==> config.mk <==
export PLATFORM = sky130hd
export DESIGN_NAME = software_timer_queue
export DESIGN_NICKNAME = d
export VERILOG_FILES = /design/src/rtl/core/stq_pkg.sv /design/src/rtl/core/software_timer_queue.sv
export SDC_FILE = /design/constraint.sdc
export NUM_CORES = 2
export LEC_CHECK = 0
export CORE_ASPECT_RATIO = 1.2
export CORE_MARGIN = 3
export CORE_UTILIZATION = 30
export CTS_CLUSTER_SIZE = 24
export DETAILED_ROUTE_END_ITERATION = 7
export DONT_BUFFER_PORTS = 1
export SYNTH_ARGS = -nofsm -noshare
export SYNTH_HDL_FRONTEND = slang
export SYNTH_SLANG_ARGS = --single-unit
==> constraint.sdc <==
create_clock -name clk -period 32.2 [get_ports clk]
set_clock_uncertainty 0.15 [all_clocks]
set_input_delay 3.22 -clock clk [delete_from_list [all_inputs] [get_ports clk]]
set_output_delay 3.22 -clock clk [all_outputs]
set_load 0.02 [all_outputs]
==> src/rtl/core/stq_pkg.sv <==
`default_nettype none
package stq_pkg;

	localparam int KIND_W     = 2;
	localparam int INTERVAL_W = 31;
	localparam int ID_W       = 32;
	localparam int TIME_W     = 48;
	localparam int ORDER_W    = 32;
	localparam int EVENT_W    = 3;
	localparam int IN_DATA_W  = 64;
	localparam int OUT_DATA_W = 32;

	typedef logic [KIND_W-1:0]  kind_t;
	typedef logic [EVENT_W-1:0] event_t;

	localparam kind_t KIND_START = 2'd0;
	localparam kind_t KIND_STOP  = 2'd1;
	localparam kind_t KIND_TICK  = 2'd2;

	localparam event_t EV_STARTED  = 3'd0;
	localparam event_t EV_STOPPED  = 3'd1;
	localparam event_t EV_NOTFOUND = 3'd2;
	localparam event_t EV_EXPIRED  = 3'd3;
	localparam event_t EV_FULL     = 3'd4;

endpackage
`default_nettype wire

==> src/rtl/core/software_timer_queue.sv <==
`default_nettype none
// Timer table with TIMERS slots. A request carries a kind: start (arm a
// one-shot or periodic timer, answered with a fresh id or a table-full result),
// stop (remove the timer with the given id, the earliest in queue order if ids
// repeat) or tick (advance the millisecond time and report every due timer,
// earliest expiry first, ties in insertion order; periodic timers are rearmed).
// A start or stop request walks the slot table once through a single registered
// read port and one shared key comparator; a tick that reports k timers walks
// it k+1 times, or TIMERS times when all TIMERS slots expire. A request of the
// fourth, unused kind is accepted and dropped without a walk or a result. A
// result that waits for the output register to free holds the walk back.
// The block accepts no request while a walk is running; a finished result
// waits in the output register while the next request is taken.
module software_timer_queue #(
	parameter int TIMERS = 16
) (
	input  wire logic                             clk,
	input  wire logic                             arst_n,
	input  wire logic                             s_tvalid,
	output logic                                  s_tready,
	input  wire logic [stq_pkg::IN_DATA_W-1:0]    s_tdata,  // interval[30:0], periodic[31], timer_id[63:32]
	input  wire logic [stq_pkg::KIND_W-1:0]       s_tuser,  // kind[1:0]
	output logic                                  m_tvalid,
	input  wire logic                             m_tready,
	output logic [stq_pkg::OUT_DATA_W-1:0]        m_tdata,  // result_id[31:0]
	output logic [stq_pkg::EVENT_W-1:0]           m_tuser,  // event_res[2:0]
	output logic                                  m_tlast
);
	import stq_pkg::*;

	localparam int IDX_W = (TIMERS > 1) ? $clog2(TIMERS) : 1;
	localparam int CNT_W = $clog2(TIMERS + 1);
	localparam logic [IDX_W-1:0] IDX_LAST = IDX_W'(TIMERS - 1);
	localparam logic [CNT_W-1:0] CNT_LAST = CNT_W'(TIMERS - 1);

	localparam logic [1:0] ST_IDLE  = 2'd0;
	localparam logic [1:0] ST_SCAN  = 2'd1;
	localparam logic [1:0] ST_DRAIN = 2'd2;
	localparam logic [1:0] ST_ACT   = 2'd3;

	logic [1:0]            state_q;
	kind_t                 kind_q;
	logic [INTERVAL_W-1:0] interval_q;
	logic                  periodic_q;
	logic [ID_W-1:0]       tid_q;
	logic [TIME_W-1:0]     now_q;
	logic [ID_W-1:0]       next_id_q;
	logic [ORDER_W-1:0]    ins_q;
	logic [TIMERS-1:0]     valid_q;
	logic [IDX_W-1:0]      idx_q;
	logic [CNT_W-1:0]      n_q;

	logic [ID_W-1:0]       mem_id     [TIMERS];
	logic [TIME_W-1:0]     mem_expire [TIMERS];
	logic [INTERVAL_W-1:0] mem_period [TIMERS];
	logic [ORDER_W-1:0]    mem_order  [TIMERS];

	logic                  eval_s1;
	logic [IDX_W-1:0]      idx_s1;
	logic                  vld_s1;
	logic [ID_W-1:0]       id_s1;
	logic [TIME_W-1:0]     expire_s1;
	logic [INTERVAL_W-1:0] period_s1;
	logic [ORDER_W-1:0]    order_s1;

	logic                  found_q;
	logic [IDX_W-1:0]      best_slot_q;
	logic [TIME_W-1:0]     best_expire_q;
	logic [ORDER_W-1:0]    best_order_q;
	logic [ID_W-1:0]       best_id_q;
	logic [INTERVAL_W-1:0] best_period_q;
	logic                  pend_q;
	logic [ID_W-1:0]       pend_id_q;

	logic                  m_tvalid_q;
	logic [ID_W-1:0]       m_id_q;
	event_t                m_ev_q;
	logic                  m_last_q;

	logic                  out_free;
	logic                  key_lt;
	logic                  take;
	logic [INTERVAL_W-1:0] interval_eff;
	logic [INTERVAL_W-1:0] add_b;
	logic [TIME_W-1:0]     arm_expire;
	logic                  emit_en;
	event_t                emit_ev;
	logic [ID_W-1:0]       emit_id;
	logic                  emit_last;
	logic                  wr_new;
	logic                  wr_arm;
	logic                  clr_en;
	logic                  act_done;
	logic                  act_rescan;
	logic                  act_flush;
	logic                  in_fire;

	assign s_tready = (state_q == ST_IDLE);
	assign in_fire  = s_tvalid && s_tready;
	assign m_tvalid = m_tvalid_q;
	assign m_tdata  = m_id_q;
	assign m_tuser  = m_ev_q;
	assign m_tlast  = m_last_q;
	assign out_free = !m_tvalid_q || m_tready;

	assign interval_eff = (interval_q == '0) ? INTERVAL_W'(1) : interval_q;
	assign add_b        = (kind_q == KIND_START) ? interval_eff : best_period_q;
	assign arm_expire   = now_q + {{(TIME_W - INTERVAL_W){1'b0}}, add_b};
	assign key_lt       = {expire_s1, order_s1} < {best_expire_q, best_order_q};

	// candidate test for the slot whose data just came out of the table
	always_comb begin
		take = 1'b0;
		if (eval_s1) begin
			unique case (kind_q)
				KIND_START: take = !vld_s1 && !found_q;
				KIND_STOP:  take = vld_s1 && (id_s1 == tid_q) && (!found_q || key_lt);
				KIND_TICK:  take = vld_s1 && (expire_s1 <= now_q) && (!found_q || key_lt);
				default:    take = 1'b0;
			endcase
		end
	end

	always_comb begin
		emit_en    = 1'b0;
		emit_ev    = EV_STARTED;
		emit_id    = '0;
		emit_last  = 1'b1;
		wr_new     = 1'b0;
		wr_arm     = 1'b0;
		clr_en     = 1'b0;
		act_done   = 1'b0;
		act_rescan = 1'b0;
		act_flush  = 1'b0;
		if (state_q == ST_ACT) begin
			unique case (kind_q)
				KIND_START: begin
					if (out_free) begin
						emit_en  = 1'b1;
						act_done = 1'b1;
						if (found_q) begin
							emit_ev = EV_STARTED;
							emit_id = next_id_q + ID_W'(1);
							wr_new  = 1'b1;
						end else begin
							emit_ev = EV_FULL;
						end
					end
				end
				KIND_STOP: begin
					if (out_free) begin
						emit_en  = 1'b1;
						act_done = 1'b1;
						emit_id  = tid_q;
						emit_ev  = found_q ? EV_STOPPED : EV_NOTFOUND;
						clr_en   = found_q;
					end
				end
				KIND_TICK: begin
					emit_ev = EV_EXPIRED;
					emit_id = pend_id_q;
					if (!found_q) begin
						if (!pend_q) begin
							act_done = 1'b1;
						end else if (out_free) begin
							emit_en  = 1'b1;
							act_done = 1'b1;
						end
					end else if (!pend_q || out_free) begin
						emit_en   = pend_q;
						emit_last = 1'b0;
						wr_arm    = (best_period_q != '0);
						clr_en    = (best_period_q == '0);
						if (n_q == CNT_LAST) begin
							act_flush = 1'b1;
						end else begin
							act_rescan = 1'b1;
						end
					end
				end
				default: act_done = 1'b1;
			endcase
		end
	end

	// slot table: one read port swept by the scan index, one write port
	always_ff @(posedge clk) begin
		id_s1     <= mem_id[idx_q];
		expire_s1 <= mem_expire[idx_q];
		period_s1 <= mem_period[idx_q];
		order_s1  <= mem_order[idx_q];
		if (wr_new) begin
			mem_id[best_slot_q]     <= next_id_q + ID_W'(1);
			mem_period[best_slot_q] <= periodic_q ? interval_eff : '0;
		end
		if (wr_new || wr_arm) begin
			mem_expire[best_slot_q] <= arm_expire;
			mem_order[best_slot_q]  <= ins_q;
		end
	end

	always_ff @(posedge clk) begin
		idx_s1 <= idx_q;
		if (in_fire) begin
			kind_q     <= s_tuser;
			interval_q <= s_tdata[INTERVAL_W-1:0];
			periodic_q <= s_tdata[INTERVAL_W];
			tid_q      <= s_tdata[IN_DATA_W-1:IN_DATA_W-ID_W];
		end
		if (take) begin
			best_slot_q   <= idx_s1;
			best_expire_q <= expire_s1;
			best_order_q  <= order_s1;
			best_id_q     <= id_s1;
			best_period_q <= period_s1;
		end
		if (act_rescan || act_flush) begin
			pend_id_q <= best_id_q;
		end
		if (emit_en) begin
			m_id_q   <= emit_id;
			m_ev_q   <= emit_ev;
			m_last_q <= emit_last;
		end
	end

	always_ff @(posedge clk or negedge arst_n) begin
		if (!arst_n) begin
			state_q    <= ST_IDLE;
			now_q      <= '0;
			next_id_q  <= '0;
			ins_q      <= '0;
			valid_q    <= '0;
			idx_q      <= '0;
			n_q        <= '0;
			eval_s1    <= 1'b0;
			vld_s1     <= 1'b0;
			found_q    <= 1'b0;
			pend_q     <= 1'b0;
			m_tvalid_q <= 1'b0;
		end else begin
			eval_s1 <= (state_q == ST_SCAN);
			vld_s1  <= valid_q[idx_q];
			if (take) begin
				found_q <= 1'b1;
			end
			if (emit_en) begin
				m_tvalid_q <= 1'b1;
			end else if (m_tready) begin
				m_tvalid_q <= 1'b0;
			end
			if (wr_new) begin
				valid_q[best_slot_q] <= 1'b1;
				next_id_q            <= next_id_q + ID_W'(1);
			end
			if (clr_en) begin
				valid_q[best_slot_q] <= 1'b0;
			end
			if (wr_new || wr_arm) begin
				ins_q <= ins_q + ORDER_W'(1);
			end
			unique case (state_q)
				ST_IDLE: begin
					if (in_fire && (s_tuser == KIND_START || s_tuser == KIND_STOP ||
					                s_tuser == KIND_TICK)) begin
						idx_q   <= '0;
						n_q     <= '0;
						found_q <= 1'b0;
						pend_q  <= 1'b0;
						state_q <= ST_SCAN;
						if (s_tuser == KIND_TICK) begin
							now_q <= now_q + TIME_W'(1);
						end
					end
				end
				ST_SCAN: begin
					if (idx_q == IDX_LAST) begin
						state_q <= ST_DRAIN;
					end else begin
						idx_q <= idx_q + IDX_W'(1);
					end
				end
				ST_DRAIN: begin
					state_q <= ST_ACT;
				end
				ST_ACT: begin
					if (act_done) begin
						pend_q  <= 1'b0;
						state_q <= ST_IDLE;
					end else if (act_rescan || act_flush) begin
						pend_q  <= 1'b1;
						n_q     <= n_q + CNT_W'(1);
						found_q <= 1'b0;
						if (act_rescan) begin
							idx_q   <= '0;
							state_q <= ST_SCAN;
						end
					end
				end
				default: state_q <= ST_IDLE;
			endcase
		end
	end

endmodule
`default_nettype wire

# Word-level counts from Yosys, hierarchy flattened
# Memory sizes are Yosys's and may differ from the RTL's. A register that Yosys moved wholly into a read port is not among the register bits.
# Index checks and enable logic that the tools add are counted.
# W data, S select, Z words.
classes:
  n_eq_ne: 18
  magnitude_cmp: 5
  add_sub_neg: 6
  n_bitwise: 3
  mux: 85
  n_reduce_logical: 35
op_table:
  columns: ["cell", "n"]
  rows:
  - ["$mux W32", 3]
  - ["$pmux W32 S3", 1]
  - ["$mux W31", 3]
  - ["$lt A80 B80 Y1", 1]
  - ["$add A32 B1 Y32 const B", 2]
  - ["$logic_not A31 Y1", 2]
  - ["$add A48 B1 Y48 const B", 1]
  - ["$add A48 B31 Y48", 1]
  - ["$le A48 B48 Y1", 1]
  - ["$mux W1", 47]
  - ["$eq A32 B32 Y1", 1]
  - ["$mux W16", 2]
  - ["$reduce_bool A31 Y1", 1]
  - ["$mux W4", 5]
  - ["$and A16 B16 Y16", 1]
  - ["$not A16 Y16", 1]
  - ["$or A16 B16 Y16", 1]
  - ["$mux W5", 3]
  - ["$mux W2", 7]
  - ["$pmux W4 S3", 1]
  - ["$lt A4 B5 Y1 const B", 2]
  - ["$pmux W1 S2", 5]
  - ["$pmux W5 S2", 1]
  - ["$pmux W3 S3", 1]
  - ["26 further kinds", 58]
totals:
  ff_bits: 429
  ramBits: 2288
  input_bits: 70
  memories: 4
  word_cells: 182
mem_list:
  columns: ["memory", "words", "width", "read_ports", "rd_clocked_by_memory_dff", "write_ports", "line", "rtl"]
  rows:
  - ["mem_expire", 16, 48, 1, 1, 1, "software_timer_queue.sv:54", "logic [TIME_W-1:0] mem_expire [TIMERS];"]
  - ["mem_id", 16, 32, 1, 1, 1, "software_timer_queue.sv:53", "logic [ID_W-1:0] mem_id [TIMERS];"]
  - ["mem_order", 16, 32, 1, 1, 1, "software_timer_queue.sv:56", "logic [ORDER_W-1:0] mem_order [TIMERS];"]
  - ["mem_period", 16, 31, 1, 1, 1, "software_timer_queue.sv:55", "logic [INTERVAL_W-1:0] mem_period [TIMERS];"]

# Logic depth before layout (Yosys ltp)
depth:
  word_depth: 11
  mapped_depth: 17
  ltp_nobuf: 16

# Least setup slack after synthesis
# No wires, ideal clock.
synth_path:
  path_type: "reg2reg"
  start: "reg now_q[41]"
  end: "reg best_expire_q[0], enable pin"
  t_arrival_ns: 12.852
  synth_period_minus_slack_ns: 13.872
  n_path_buf: 0
  setup_time_ns: 0.870
  path_stages_with_launch: 12
  slack_ns: 18.328
  cell_sequence: "dfrtp_1 > inv_1 > ha_1 > a21o_1 > a21o_1 > a21oi_1 > nor2_1 > a2111oi_0 > nor2_1 > a211oi_1 > o2111ai_1 > a211oi_1"
synth_via:
  elab_chain_cells: 5
synth_lines:
  columns: ["item", "line", "rtl"]
  rows:
  - ["from (decl)", "software_timer_queue.sv:46", "logic [TIME_W-1:0] now_q;"]
  - ["from (signal assigned)", "software_timer_queue.sv:272", "now_q <= now_q + TIME_W'(1);"]
  - ["$le A48 B48 Y1", "software_timer_queue.sv:118", "KIND_TICK: take = vld_s1 && (expire_s1 <= now_q) && (!found_q || key_lt);"]
  - ["$logic_and A1 B1 Y1 (2 in a row)", "software_timer_queue.sv:118", null]
  - ["$pmux W1 S3", "software_timer_queue.sv:115", "unique case (kind_q)"]
  - ["$mux W1", "software_timer_queue.sv:114", "if (eval_s1) begin"]
  - ["net take", "software_timer_queue.sv:82", "logic take;"]
  - ["to (signal assigned)", "software_timer_queue.sv:212", "best_expire_q <= expire_s1;"]
  - ["to (decl)", "software_timer_queue.sv:68", "logic [TIME_W-1:0] best_expire_q;"]
# The timed path passes the listed nets, and every way through them passes these cells.
# A chain may end at the register's enable or synchronous reset.

# Worst setup path in the final report
layout_path:
  start: "in m_tready"
  end: "mem mem_order[8][15], enable pin"
layout_via:
  elab_chain_cells: 9
  word_cells_on_any_way: 12
  classes_between: "mux: 9; reduce/logical: 3"
layout_lines:
  columns: ["item", "line", "rtl"]
  rows:
  - ["from (decl)", "software_timer_queue.sv:24", "input wire logic m_tready,"]
  - ["$logic_or A1 B1 Y1 *", "software_timer_queue.sv:104", "assign out_free = !m_tvalid_q || m_tready;"]
  - ["$logic_or A1 B1 Y1", "software_timer_queue.sv:169", "end else if (!pend_q || out_free) begin"]
  - ["$mux W1", "software_timer_queue.sv:169", null]
  - ["$mux W1", "software_timer_queue.sv:162", "if (!found_q) begin"]
  - ["$mux W1", "software_timer_queue.sv:136", "unique case (kind_q)"]
  - ["$mux W1", "software_timer_queue.sv:135", "if (state_q == ST_ACT) begin"]
  - ["$logic_or A1 B1 Y1 *", "software_timer_queue.sv:196", "if (wr_new || wr_arm) begin"]
  - ["$mux W1 *", "software_timer_queue.sv:196", null]
  - ["$mux W1 (implied by the code) *", "software_timer_queue.sv:198", "mem_order[best_slot_q] <= ins_q;"]
  - ["to (decl)", "software_timer_queue.sv:56", null]
# Every way passes the cells marked *; elsewhere a longest branch is shown, timed or not.

==> results by group <==
Cells and area
  • Fill count: ~35000
  • Combined area of the multi-input logic cells: between 20000 and 30000 sq um
  • Layout Nets: ~6700
  • Layout cell share with drive strength beyond 1: approximately 17%
  • Final core occ: ~35%
  • Final Instance Count excl. Fillers: 11700
  • Sequential cell area: 83700 sq um
  • Layout overhead on the synthesized area: 14.7%

STA
  • Headroom to the max-slew limit: about an eighth
  • Sum Neg Setup Slack: 0 ps
  • Highest attainable clock frequency: roughly 150 MHz
  • Final clock period utilization by the worst path: 20.4%
  • Final setup margin: around 26000 ps
  • Setup repair after global routing missed its margin: false
  • Fin crit period: roughly 6600 ps
  • Number of max-slew violations in the final report: 0
  • Total count of hold-check failures in the final report: 0
  • Hold WS: 253 ps
  • Transition time at the pin with the least slew margin: 1310 ps
  • Final setup violation count: 0

Setup path
  • CP max FO: between 50 and 60
  • WP data arrival: around 6900 ps
  • Critical path class: in -> reg
  • CP Data Required Time: around 33000 ps
  • Worst Setup Start Kind: input port
  • Number of cell instances on the worst register-to-register path: 15
  • Sort of element at the end of the critical path: flop

Drt
  • DRC violations left: 0
  • Total vias in the final route: between 50000 and 60000
  • Vias per inst: between 4 and 5
  • Final Routed Wirelength: between 200000 and 300000 microns
  • Router iterations before antenna repair: 8
  • Initial DRC Count: 5026
  • Antenna Violating Nets Remaining: 0
  • Wire per inst: between 20 and 25 microns

Clock network
  • # Post-CTS Setup Buffers: 0
  • Hold buffers post-CTS: 0
  • Count of instances resized after the clock tree is built: 0
  • Root Buffer: clkbuf_16
  • TritonCTS clock tree: built
  • Number of clock sinks seen by CTS: approximately 2900
  • Num CTS Buffers: around 300
  • Worst-skew pair later-pin latency: 910 ps
  • CTS H-Tree Depth: 5
  • Number of buffers on the longest clock path: 4
  • Clock Pin Slew Worst Setup and Hold Paths: approximately 60 ps

Run
  • # Max-Cap Violations: 0

Yosys
  • Sequential-to-total area share from yosys stat: about three quarters
  • Cells after Synth: 6311
  • Synth top cells by count: edfxtp_1, mux2i_1, o21ai_0
  • Ranking of synthesized cells by area: edfxtp_1, mux4_2, mux2i_1
  • Flops & latches, synth: between 2000 and 3000
  • Count of unique library cells instantiated by Yosys: 73
  • Top flip-flop cell by instance count after synthesis: edfxtp_1
  • Share of the synthesized area in the top cell type: between 60% and 70%
  • Largest area contributor in the synthesized netlist: edfxtp_1
  • Number of enable-type register cells in the synthesized netlist: approximately 2600
  • Post-synthesis cell area: approximately 110000 sq um
  • Asr flop ratio synth: under 10%
  • Net count after synthesis: between 6000 and 7000
  • Top-count cell post-synth: edfxtp_1
  • Synthesis warning total: 0
  • Avg Cell Area, Syn: 17.8 sq um

Placed design
  • Final RePlAce weighted congestion: between 0.8 and 0.9
  • I/O Buffers: 0
  • Sum of net half-perimeters after detailed placement: 167000 microns
  • Minimum setup slack after placement: approximately 25000 ps
  • Number of placed instances with taps included: 11100

GRT
  • Pin count of the biggest net entering global routing: 145
  • Initial antenna violation count: 24
  • Wire length of the first global-routing pass: about 410000 microns
  • Overflow after GRT: 0
  • Number of global-route vias before repair: 59300
  • Total track usage: 14.4%

Run status
  • Status: completed

Floorplan
  • Die outline area: 382000 sq um
  • I/O pin total: about 110
  • Initial standard-cell utilization of the core: 30.2%
  • X dimension of the die: between 500 and 600 microns
  • Die Y-Extent: 676 microns
  • Num rows: ~250
  • Area of the core: about 370000 sq um

Worst hold path
  • Worst hold-check path type: reg -> reg
  • Worst Hold Path Cells: 0

Pwr
  • PD cells: just over 70 nW/um^2
  • Worst IR drop on VDD: about 0.000065 V
  • Static leakage: 40.4 nW
[flip-flops by register name (all words and copies together), names as in the netlist, 48 cells and up]
signal         cells
mem_expire       768
mem_order        512
mem_id           512
mem_period       496
expire_s1         48
best_expire_q     48
now_q             48
[metal layers]
| metal | part of all wire (%) | up-vias | track usage (%) |
|---|---|---|---|
| met5 | 0.012 | - | 0 |
| li1 | - | 25500 | - |
| met3 | 5.6 | 399 | 2.42 |
| met4 | 3.0 | 6 | 4.42 |
| met1 | 40 | 30400 | 18.2 |
| met2 | 51 | 1689 | 25.2 |
[cell type report]
cell class                      instances  share of cell area, %
Sequential cell                      2860                   65.0
Multi-Input combinational cell       3018                   21.3
Inverter                              148                  0.431
Antenna cell                           55                  0.107
Clock inverter                        159                   1.32
Clock buffer                          386                   6.25
Tap cell                             4940                   4.80
Timing Repair Buffer                  132                  0.818
[path summary, 6_finish.rpt]
check | from | to | slack [ps]
max in group asynchronous | arst_n | ins_q[16]$_DFFE_PN0N_ | 29560
worst min-delay path | period_s1[16]$_DFF_P_ | best_period_q[16]$_DFFE_PP_ | 250
min in group asynchronous | arst_n | valid_q[8]$_DFF_PN0_ | 1900
worst max-delay path | m_tready | mem_order[8][15]$_DFFE_PP_ | 25620
worst min register to register | period_s1[16]$_DFF_P_ | best_period_q[16]$_DFFE_PP_ | 250
worst max register to register | interval_q[27]$_DFFE_PP_ | mem_expire[10][47]$_DFFE_PP_ | 25850
[metrics by stage]
stage	power [mW]	cell area [sq um]
global route	9.39	129000
detailed placement	5.74	119000
CTS	9.16	129000
floorplan	5.27	112000
finish	9.06	129000
global placement	5.72	119000
[cells by family (layout without fill, tap and decap cells)]
group | count (synthesis) | after routing | share of synthesized area (%)
other cells | 0 | 55 | 0
flops | 2860 | 2860 | 74.5
mux | 896 | 896 | 11.4
xor+xnor | 219 | 219 | 1.71
buf+inv | 433 | 825 | 1.52
compound gates | 1005 | 1005 | 5.78
simple gates | 724 | 724 | 3.14
fa+ha+maj | 174 | 174 | 1.95
[cells in the final DEF (no fill, tap or decap), drive strengths merged, types with 7 or more instances in the layout]
| master | Yosys | layout |
|---|---|---|
| edfxtp | 2569 | 2569 |
| mux2i | 432 | 432 |
| clkbuf | 183 | 386 |
| o21ai | 337 | 337 |
| mux4 | 288 | 288 |
| nand2 | 259 | 259 |
| a21oi | 214 | 214 |
| mux2 | 176 | 176 |
| ha | 173 | 173 |
| nor2 | 162 | 162 |
| inv | 148 | 159 |
| dfxtp | 147 | 147 |
| a221oi | 145 | 145 |
| a22oi | 144 | 144 |
| dfrtp | 144 | 144 |
| xnor2 | 138 | 138 |
| buf | 102 | 132 |
| clkinv | 0 | 118 |
| xor2 | 81 | 81 |
| nand3 | 65 | 65 |
| nand4 | 59 | 59 |
| diode | 0 | 55 |
| a21o | 52 | 52 |
| and2 | 39 | 39 |
| nor4 | 35 | 35 |
| a222oi | 32 | 32 |
| nor3 | 30 | 30 |
| bufinv | 0 | 22 |
| nor2b | 18 | 18 |
| and3 | 17 | 17 |
| o22a | 16 | 16 |
| nand2b | 16 | 16 |
| a211oi | 13 | 13 |
| o211ai | 11 | 11 |
| clkinvlp | 0 | 8 |
| o21a | 7 | 7 |
| and4 | 7 | 7 |
[worst max-delay path, cell delays in order]
cell and delay, ps:
nand2b_1 160, and3_2 910, nand2_2 130, o21a_2 470, nor2_4 990, buf_4 940
[power by group]
part | internal, mW | switching [mW]
Clock | 1.96 | 1.45
Sequential | 4.28 | 0.127
Combinational | 0.482 | 0.761
Total | 6.72 | 2.34
(Power assumes the default switching activity.)
